--- src/hw/rtl/scb_ram.sv ---
// ----------------------------------------------------------------------------
// scb_ram
// Single-port-write, single-port-read synchronous RAM, registered read data.
// ----------------------------------------------------------------------------
`default_nettype none

module scb_ram #(
  parameter int unsigned DEPTH = 8,
  parameter int unsigned WIDTH = 8
) (
  input  wire logic                     clk,
  input  wire logic                     we,
  input  wire logic [$clog2(DEPTH)-1:0] waddr,
  input  wire logic [WIDTH-1:0]         wdata,
  input  wire logic                     re,
  input  wire logic [$clog2(DEPTH)-1:0] raddr,
  output logic      [WIDTH-1:0]         rdata_r
);

  logic [WIDTH-1:0] mem [DEPTH];

  always_ff @(posedge clk) begin
    if (we) begin
      mem[waddr] <= wdata;
    end
    if (re) begin
      rdata_r <= mem[raddr];
    end
  end

endmodule

`default_nettype wire

--- config.mk ---
export PLATFORM = sky130hd
export DESIGN_NAME = scb_ram
export DESIGN_NICKNAME = d
export VERILOG_FILES = /design/src/hw/rtl/scb_ram.sv
export SDC_FILE = /design/constraint.sdc
export NUM_CORES = 1
export LEC_CHECK = 0
export ABC_AREA = 1
export BUFFER_PORTS_ARGS = -buffer_cell sky130_fd_sc_hd__buf_4
export CAP_MARGIN = 20
export CELL_PAD_IN_SITES_DETAIL_PLACEMENT = 1
export CELL_PAD_IN_SITES_GLOBAL_PLACEMENT = 2
export CORE_AREA = 2 2 104 106
export DETAILED_ROUTE_END_ITERATION = 16
export DIE_AREA = 0 0 106 108
export PLACE_DENSITY_LB_ADDON = 0.12
export SYNTH_ARGS = -nofsm -noshare
export SYNTH_HDL_FRONTEND = slang
export SYNTH_SLANG_ARGS = --single-unit
--- constraint.sdc ---
create_clock -name clk -period 1.1 [get_ports clk]
set_input_delay 0.055 -clock clk [delete_from_list [all_inputs] [get_ports clk]]
set_output_delay 0.055 -clock clk [all_outputs]
set_load 0.005 [all_outputs]
==> results.toml <==
[detailed_routing]
drtAntennaViolNets = 0
finalWirelength_mm = 7.558
via_count = 2053
drt-initial-drc-count = 53
viasPerCell = 4.181
firstDrtPassIters = 4
drc_errors = 0
post_drt_wl_per_cell_um = 15.39

[cells_and_area]
final_nets = 367
final_cell_mix = "nand2_1 (110), edfxtp_1 (72), inv_1 (68)"
drive_gt1_frac = 0.1549
antenna_cells = 0
area_growth_pct = 21.54
final_common_cell = "nand2_1"
final_cell_area_sq_mm = 0.003805
instances_no_fill = 491

[power_and_ir_drop]
power_density_mw_per_mm2 = 1501
leakagePower_nw = 1.731
ir_worst_vdd_v = 0.0005120

[grt]
grt_overflow = 0
antenna_found_initial = 0
grt_pass1_vias = 2167
grt_max_degree = 33
grtUsageTotal = 0.1482
grt_first_pass_wirelength_mm = 12.13

[synthesis]
syn_avg_cell_area_sq_um = 10.33
synth-seq-cells = 72
ys_seq_area_frac = 0.6906
yosysUniqueCellTypes = 10
synth_warnings = 0
synth_cells = 303
synth_nets = 320
syn_area_sq_mm = 0.003131

[clock_network]
numCtsBuffers = 9
post-cts-setup-buffers = 0
hold_buffers = 8
tritoncts = "built"
cts_root_buffer = "clkbuf_8"
clock_sinks = 72
cts_max_level = 3
clk_latency_ns = 0.35
clockBufferDepth = 2
clkTransAtPathRegs_ns = 0.09
cts-resized-gates = 0

[floorplan]
row_count = 37
die_x_um = 106
io_pins = 25
die-area_sq_mm = 0.01145
dieHeight_um = 108
initial_core_util = 0.3060
coreArea_sq_mm = 0.01023

[setup_path]
crit_fanout = 1
startpoint_type = "flop"
crit_chain = "inv_1, nand2_1, nand3_1, nand2_1, nand2_1, nand2_1"
critPathCaptureType = "flop"
path_class = "flop to flop"
slowest_delay_ns = 0.37
slowest_stage = "edfxtp_1"
crit_path_frequent_cell = "nand2_1"
crit_required_ns = 1.19
cp.arrival_ns = 1.09

[sta]
setup_viol = 0
rsz0062_at_grt = "no"
relSlewSlack = 0.7707
hold_violations = 0
timing.final.ws_setup_ns = 0.1091
finalMaxSlewViolations = 0
timing.hold.ws_ns = 0.007705
fmax_mhz = 1009
worstMarginPinSlew_ns = 0.3434
min_period_ns = 0.9909
fin_crit_sh = 0.9008
tns_ns = 0
clock_skew_ns = 0.01299

[placement]
hpwl_mm = 4.981
numPortBuffers = 24
placed_cells = 467
dpl_cell_area_sq_mm = 0.003531
gp_congestion = 0.6649
dp_slack_ns = 0.07283

[outcome]
status = "completed"

[min_path]
hold_path_class = "input port to flop"

[flow_run]
drv_cap = 0
## critical path: cells and delay by family, from the launching register on
kind	cells	cell delay [ns]
and+or+nand+nor	5	0.32
buffers and inverters	1	0.06
DFF	1	0.37
## sequential cells by signal, indices dropped and copies added (netlist names)
register,count
mem,64
rdata_r,8
## power by group
| part | internal [mW] | switching (mW) | total (mW) |
|---|---|---|---|
| Combinational | 0.198 | 0.284 | 0.482 |
| Sequential | 3.13 | 0.0258 | 3.15 |
| Clock | 1.05 | 1.03 | 2.08 |
| Total | 4.37 | 1.34 | 5.71 |
## synth_stat cells
library cell  instances  area (sq um)
nand3_1              32         160.2
nor2_1                8         30.03
buf_6                 6         67.56
inv_1                68         255.2
nand2_1             110         412.9
inv_4                 1         6.260
buf_4                 3         22.52
buf_2                 2         10.01
inv_2                 1         3.750
edfxtp_1             72          2162
## path summary, 6_finish.rpt
| path | from | end | slack, ns | cells past startpoint |
|---|---|---|---|---|
| max reg2reg | mem[7][1]$_DFFE_PP_ | rdata_r[1]$_DFFE_PP_ | 0.11 | 6 |
| min | re | rdata_r[5]$_DFFE_PP_ | 0.008 | 1 |
| min reg2reg | mem[1][3]$_DFFE_PP_ | rdata_r[3]$_DFFE_PP_ | 0.69 | 6 |
| max | mem[7][1]$_DFFE_PP_ | rdata_r[1]$_DFFE_PP_ | 0.11 | 6 |
## area by class of cell
type / instances / area [sq um]
Sequential cell: 72 / 2162
Tap cell: 136 / 170.2
Clock inverter: 7 / 70.07
Multi-Input combinational cell: 150 / 603.1
Timing Repair Buffer: 47 / 410.4
Inverter: 70 / 265.3
Fill cell: 1154 / 6426
Clock buffer: 9 / 123.9
## per-stage QoR
step	power (mW)	utilization
floorplan	3.460	-
global placement	3.690	0.3451
detailed placement	3.696	0.3451
CTS	5.808	0.3719
global route	5.972	0.3719
finish	5.713	0.3719
## routing by layer
metal  track usage  share of wire  up-vias
li1              -              -     1030
met1        0.1869           0.47      983
met2        0.2530           0.50       26
met3       0.02411          0.019       14
met4       0.06485          0.018        0
met5             0              0        -
## cells by family (layout without fill, tap and decap cells)
group | count (synthesis) | after routing | share of synthesized area
buffers and inverters | 81 | 133 | 0.1167
flip-flops | 72 | 72 | 0.6906
AND/OR/NAND/NOR | 150 | 150 | 0.1926
No activity file was read; power rests on OpenSTA's default activity.
