File: config.mk
export PLATFORM = sky130hd
export DESIGN_NAME = scb_prio
export DESIGN_NICKNAME = d
export VERILOG_FILES = /design/src/hw/rtl/scb_prio.sv
export SDC_FILE = /design/constraint.sdc
export NUM_CORES = 1
export LEC_CHECK = 0
export BUFFER_PORTS_ARGS = -buffer_cell sky130_fd_sc_hd__buf_4
export CELL_PAD_IN_SITES_DETAIL_PLACEMENT = 1
export CELL_PAD_IN_SITES_GLOBAL_PLACEMENT = 1
export CORE_MARGIN = 2
export CORE_UTILIZATION = 31
export CTS_CLUSTER_DIAMETER = 60
export DETAILED_ROUTE_END_ITERATION = 8
export GPL_TIMING_DRIVEN = 0
export PLACE_DENSITY = 0.79
export SETUP_SLACK_MARGIN = 0.05
export SKIP_CTS_REPAIR_TIMING = 1
export SYNTH_ARGS = -nofsm -noshare
export SYNTH_HDL_FRONTEND = slang
export SYNTH_SLANG_ARGS = --single-unit
File: constraint.sdc
create_clock -name clk -period 1.66 [get_ports clk]
set_input_delay 0 -clock clk [delete_from_list [all_inputs] [get_ports clk]]
set_output_delay 0 -clock clk [all_outputs]
set_load 0.01 [all_outputs]
File: src/hw/rtl/scb_prio.sv
// ----------------------------------------------------------------------------
// scb_prio
// Registered priority search: first picks a group of eight, then a bit in it.
// Finds the highest or lowest set bit of a vector.
// ----------------------------------------------------------------------------
`default_nettype none

module scb_prio #(
  parameter int unsigned W = 48
) (
  input  wire logic                 clk,
  input  wire logic                 rst_n,
  input  wire logic                 start,
  input  wire logic                 dir_hi,
  input  wire logic [W-1:0]         vec,
  output logic                      done,
  output logic                      found,
  output logic [$clog2(W)-1:0]      idx
);

  localparam int unsigned G  = 8;
  localparam int unsigned NG = (W + G - 1) / G;
  localparam int unsigned GW = (NG > 1) ? $clog2(NG) : 1;
  localparam int unsigned SW = $clog2(G);
  localparam int unsigned IW = $clog2(W);

  logic [NG*G-1:0] vec_pad;
  logic [NG-1:0]   any;
  logic [GW-1:0]   grp;
  logic [GW-1:0]   grp_r;
  logic [G-1:0]    bits_r;
  logic            found_r;
  logic            dir_r;
  logic            done_r;
  logic [SW-1:0]   sub;

  assign vec_pad = (NG*G)'(vec);

  always_comb begin
    grp = '0;
    for (int g = 0; g < NG; g++) begin
      any[g] = |vec_pad[g*G +: G];
    end
    if (dir_hi) begin
      for (int g = 0; g < NG; g++) begin
        if (any[g]) grp = GW'(g);
      end
    end else begin
      for (int g = NG - 1; g >= 0; g--) begin
        if (any[g]) grp = GW'(g);
      end
    end
  end

  always_ff @(posedge clk) begin
    if (!rst_n) begin
      done_r <= 1'b0;
    end else begin
      done_r <= start;
    end
    if (start) begin
      grp_r   <= grp;
      bits_r  <= vec_pad[grp*G +: G];
      found_r <= |any;
      dir_r   <= dir_hi;
    end
  end

  always_comb begin
    sub = '0;
    if (dir_r) begin
      for (int b = 0; b < G; b++) begin
        if (bits_r[b]) sub = SW'(b);
      end
    end else begin
      for (int b = G - 1; b >= 0; b--) begin
        if (bits_r[b]) sub = SW'(b);
      end
    end
  end

  assign done  = done_r;
  assign found = found_r;
  assign idx   = found_r ? IW'((IW'(grp_r) << SW) | IW'(sub)) : '0;

endmodule

`default_nettype wire

==> impl_results.rst <==
.. list-table::
   :header-rows: 1

   * - Metric
     - Value
   * - Result of the run
     - finished, violations left
   * - Failing checks
     - negative setup slack
   * - Buffer type at the clock tree root
     - sky130_fd_sc_hd__clkbuf_8
   * - Post-route antenna net violation count
     - 0
   * - Standard cell core area
     - 4380 sq um
   * - Commonest non-fill, non-tap cells in the layout
     - 64 x sky130_fd_sc_hd__buf_4, 16 x sky130_fd_sc_hd__nor2_1, 13 x sky130_fd_sc_hd__edfxtp_1
   * - Area enclosed by the die boundary
     - 5170 sq um
   * - Stages on worst setup path
     - 9
   * - Kind of capture point of the worst setup path
     - register
   * - Number of buffers inserted during clock tree synthesis
     - 3
   * - Clock tree from TritonCTS
     - built
   * - Worst Path Max Fanout
     - 7
   * - Final-report max-slew violation count
     - 0
   * - Maximum number of pins on one net before global-route repair
     - 15
   * - Initial standard-cell utilization of the core
     - 32.6%
   * - Layout cell share with drive strength beyond 1
     - 47.6%
   * - # H-tree levels
     - 1
   * - Clock power frac
     - 28.5%
   * - Flop pwr share
     - 38.0%
   * - Unrepaired setup endpoints after global routing
     - yes
   * - Total power per unit cell area
     - 527 nW/um^2
   * - Horizontal die dimension
     - 71.9 microns
   * - Average cell area after synthesis
     - 9.16 sq um
   * - Combinational fraction of design power
     - 33.5%
   * - Reported leakage power
     - 0.951 nW
   * - Total of max-cap violations
     - 0
   * - Antenna violations before repair
     - 0
   * - Average wire per standard cell
     - 19.9 microns
   * - Category of the worst setup path launch point
     - input port
   * - Critical path data arrival time
     - 1.90 ns
   * - Total standard cell area after synthesis
     - 1430 sq um
   * - Core occupancy in the finished layout
     - 51.5%
   * - Cells after Synth
     - 156
   * - Routed WL
     - 5.58 mm
   * - Internal power
     - 0.000842 W
   * - Setup tns final
     - -1.76 ns
   * - Count of yosys warnings during synthesis
     - 0
   * - I/O pins
     - 60
   * - Sw power
     - 0.000348 W
   * - Maximum frequency from static timing analysis
     - 0.521 GHz
   * - Worst hold stages
     - 1
   * - Delay of the slowest cell on the worst path
     - 0.56 ns
   * - Clock slew seen by the registers of the worst setup and hold paths
     - 0.06 ns
   * - Total power
     - 0.00119 W
   * - Tightest slew margin relative to the limit
     - 64.0%
   * - Via count of the first global-routing pass
     - 1558
   * - Type of the setup path with the least slack
     - input port to register
   * - Register area share after synthesis
     - 28.7%
   * - HPWL reported at the end of detailed placement
     - 3.81 mm
   * - Series of cell instances along the critical path
     - buf_6 -> or4_4 -> nor4bb_4 -> buf_4 -> and2b_4 -> o21ai_4 -> buf_8 -> o211ai_2 -> mux2i_1
   * - Height of the die
     - 71.9 microns
   * - Final worst path period share
     - 116%
   * - Number of setup violations in the final report
     - 8
   * - Least setup slack across all paths after layout
     - -0.261 ns
   * - Global-route usage over all layers
     - 18.8%
   * - Buffers from clock root to sink, at most
     - 2
   * - Count of state elements after synthesis
     - 14
   * - Final hold violation count
     - 0
   * - DRC violation count after routing
     - 0
   * - Number of library cell types mapped by synthesis
     - 43
   * - Via count of the routed design
     - 1661
   * - Required arrival time at the worst endpoint
     - 1.64 ns
   * - Total global routing overflow
     - 0
   * - Net count of the finished layout
     - 282
   * - Detailed-routing iteration count for the pre-antenna-repair pass
     - 6
   * - Number of input and output port buffers inserted
     - 59
   * - Crit path max-delay cell type
     - sky130_fd_sc_hd__or4_4
   * - Minimum clock period after layout
     - 1.92 ns
   * - First-iteration detailed-routing DRC count
     - 46
   * - Slew at the pin closest to its max-slew limit
     - 0.536 ns
   * - Most common cell after layout, fill and taps aside
     - sky130_fd_sc_hd__buf_4
   * - Switching portion of total power
     - 29.2%
   * - Cell family with most CP delay
     - simple AND/OR/NAND/NOR gates
   * - Via count normalized by instance count
     - 5.91
   * - Count of buffering cells on the critical path with inverters included
     - 3
   * - Worst ir drop on vdd
     - 0.000283 V
   * - P&R area growth vs syn
     - 58.1%
   * - Number of cell rows
     - 24
   * - Worst min path class
     - input port to register
   * - Number of antenna cells inserted
     - 0
   * - Total nets after synthesis
     - 208
   * - Final GP Congestion
     - 0.827
   * - Global-route wire length before repair
     - 7.82 mm
   * - Total clock sinks
     - 14
==> flip-flops by register name, summed over array words and instances (netlist names) <==
register and flops:
bits_r 8, dir_r 1, done 1, found 1, grp_r 3
==> final timing paths <==
check     from   endpoint  slack (ns)
max    vec[12]  bits_r[5]       -0.26
min      start   grp_r[1]        0.12
==> Yosys cell counts, drive strengths merged <==
master | instances | area [sq um]
nor2 | 17 | 66.3
edfxtp | 13 | 390
o21bai | 11 | 82.6
nor4 | 10 | 62.6
o211ai | 9 | 108
a211o | 8 | 70.1
mux2i | 8 | 80.1
nand2 | 8 | 30.0
o221ai | 8 | 76.3
a21o | 7 | 52.6
nand3b | 7 | 52.6
or2 | 7 | 43.8
a21oi | 6 | 30.0
and2 | 4 | 25.0
buf | 4 | 35.0
clkbuf | 4 | 15.0
inv | 4 | 15.0
nand4 | 3 | 25.0
o21ai | 2 | 21.3
or4 | 2 | 18.8
a31oi | 1 | 6.26
and2b | 1 | 10.0
and3 | 1 | 6.26
and3b | 1 | 8.76
and4 | 1 | 8.76
dfxtp | 1 | 20.0
mux2 | 1 | 11.3
nand3 | 1 | 5.00
nor4bb | 1 | 10.0
o2111ai | 1 | 8.76
o211a | 1 | 10.0
o21a | 1 | 7.51
o31ai | 1 | 7.51
o41ai | 1 | 8.76
==> power groups by stage <==
stage	logic, W	registers, W	clock network (W)
global route	0.000428	0.000456	0.000352
floorplan	0.000146	0.000449	0
detailed placement	0.000330	0.000456	0
CTS	0.000333	0.000451	0.000335
global placement	0.000325	0.000453	0
finish	0.000399	0.000452	0.000339
==> kinds of logic after synthesis <==
group,count (synthesis),synth area share [%]
AND/OR/NAND/NOR,64,26.1
AO/OA/AOI/OAI,57,34.2
multiplexers,9,6.39
buffers and inverters,12,4.55
flip-flops,14,28.7
==> final cells by class <==
cell class | count | area (sq um)
Sequential cell | 14 | 410
Clock buffer | 4 | 55.1
Fill cell | 505 | 2130
Buffer | 8 | 53.8
Multi-Input combinational cell | 131 | 1120
Inverter | 4 | 15.0
Tap cell | 52 | 65.1
Timing Repair Buffer | 68 | 541
==> layer usage <==
metal | track usage [%] | vias to the layer above | share of wire [%]
li1 | - | 772 | -
met4 | 2.52 | 0 | 0.63
met3 | 0.556 | 4 | 3.4
met1 | 25.6 | 827 | 42
met5 | 0 | - | 0
met2 | 34.2 | 58 | 54
==> stage by stage <==
step                hold slack (ns)  worst slack (ns)  cells  area [sq um]
floorplan                    0.0989            -0.163    156          1430
global placement              0.200            -0.630    267          1940
finish                        0.116            -0.261    281          2260
global route                  0.118            -0.303    281          2260
detailed placement            0.207            -0.634    267          1940
CTS                         -0.0428            -0.383    271          2000
Note: power is estimated with default switching activity, not from simulation.
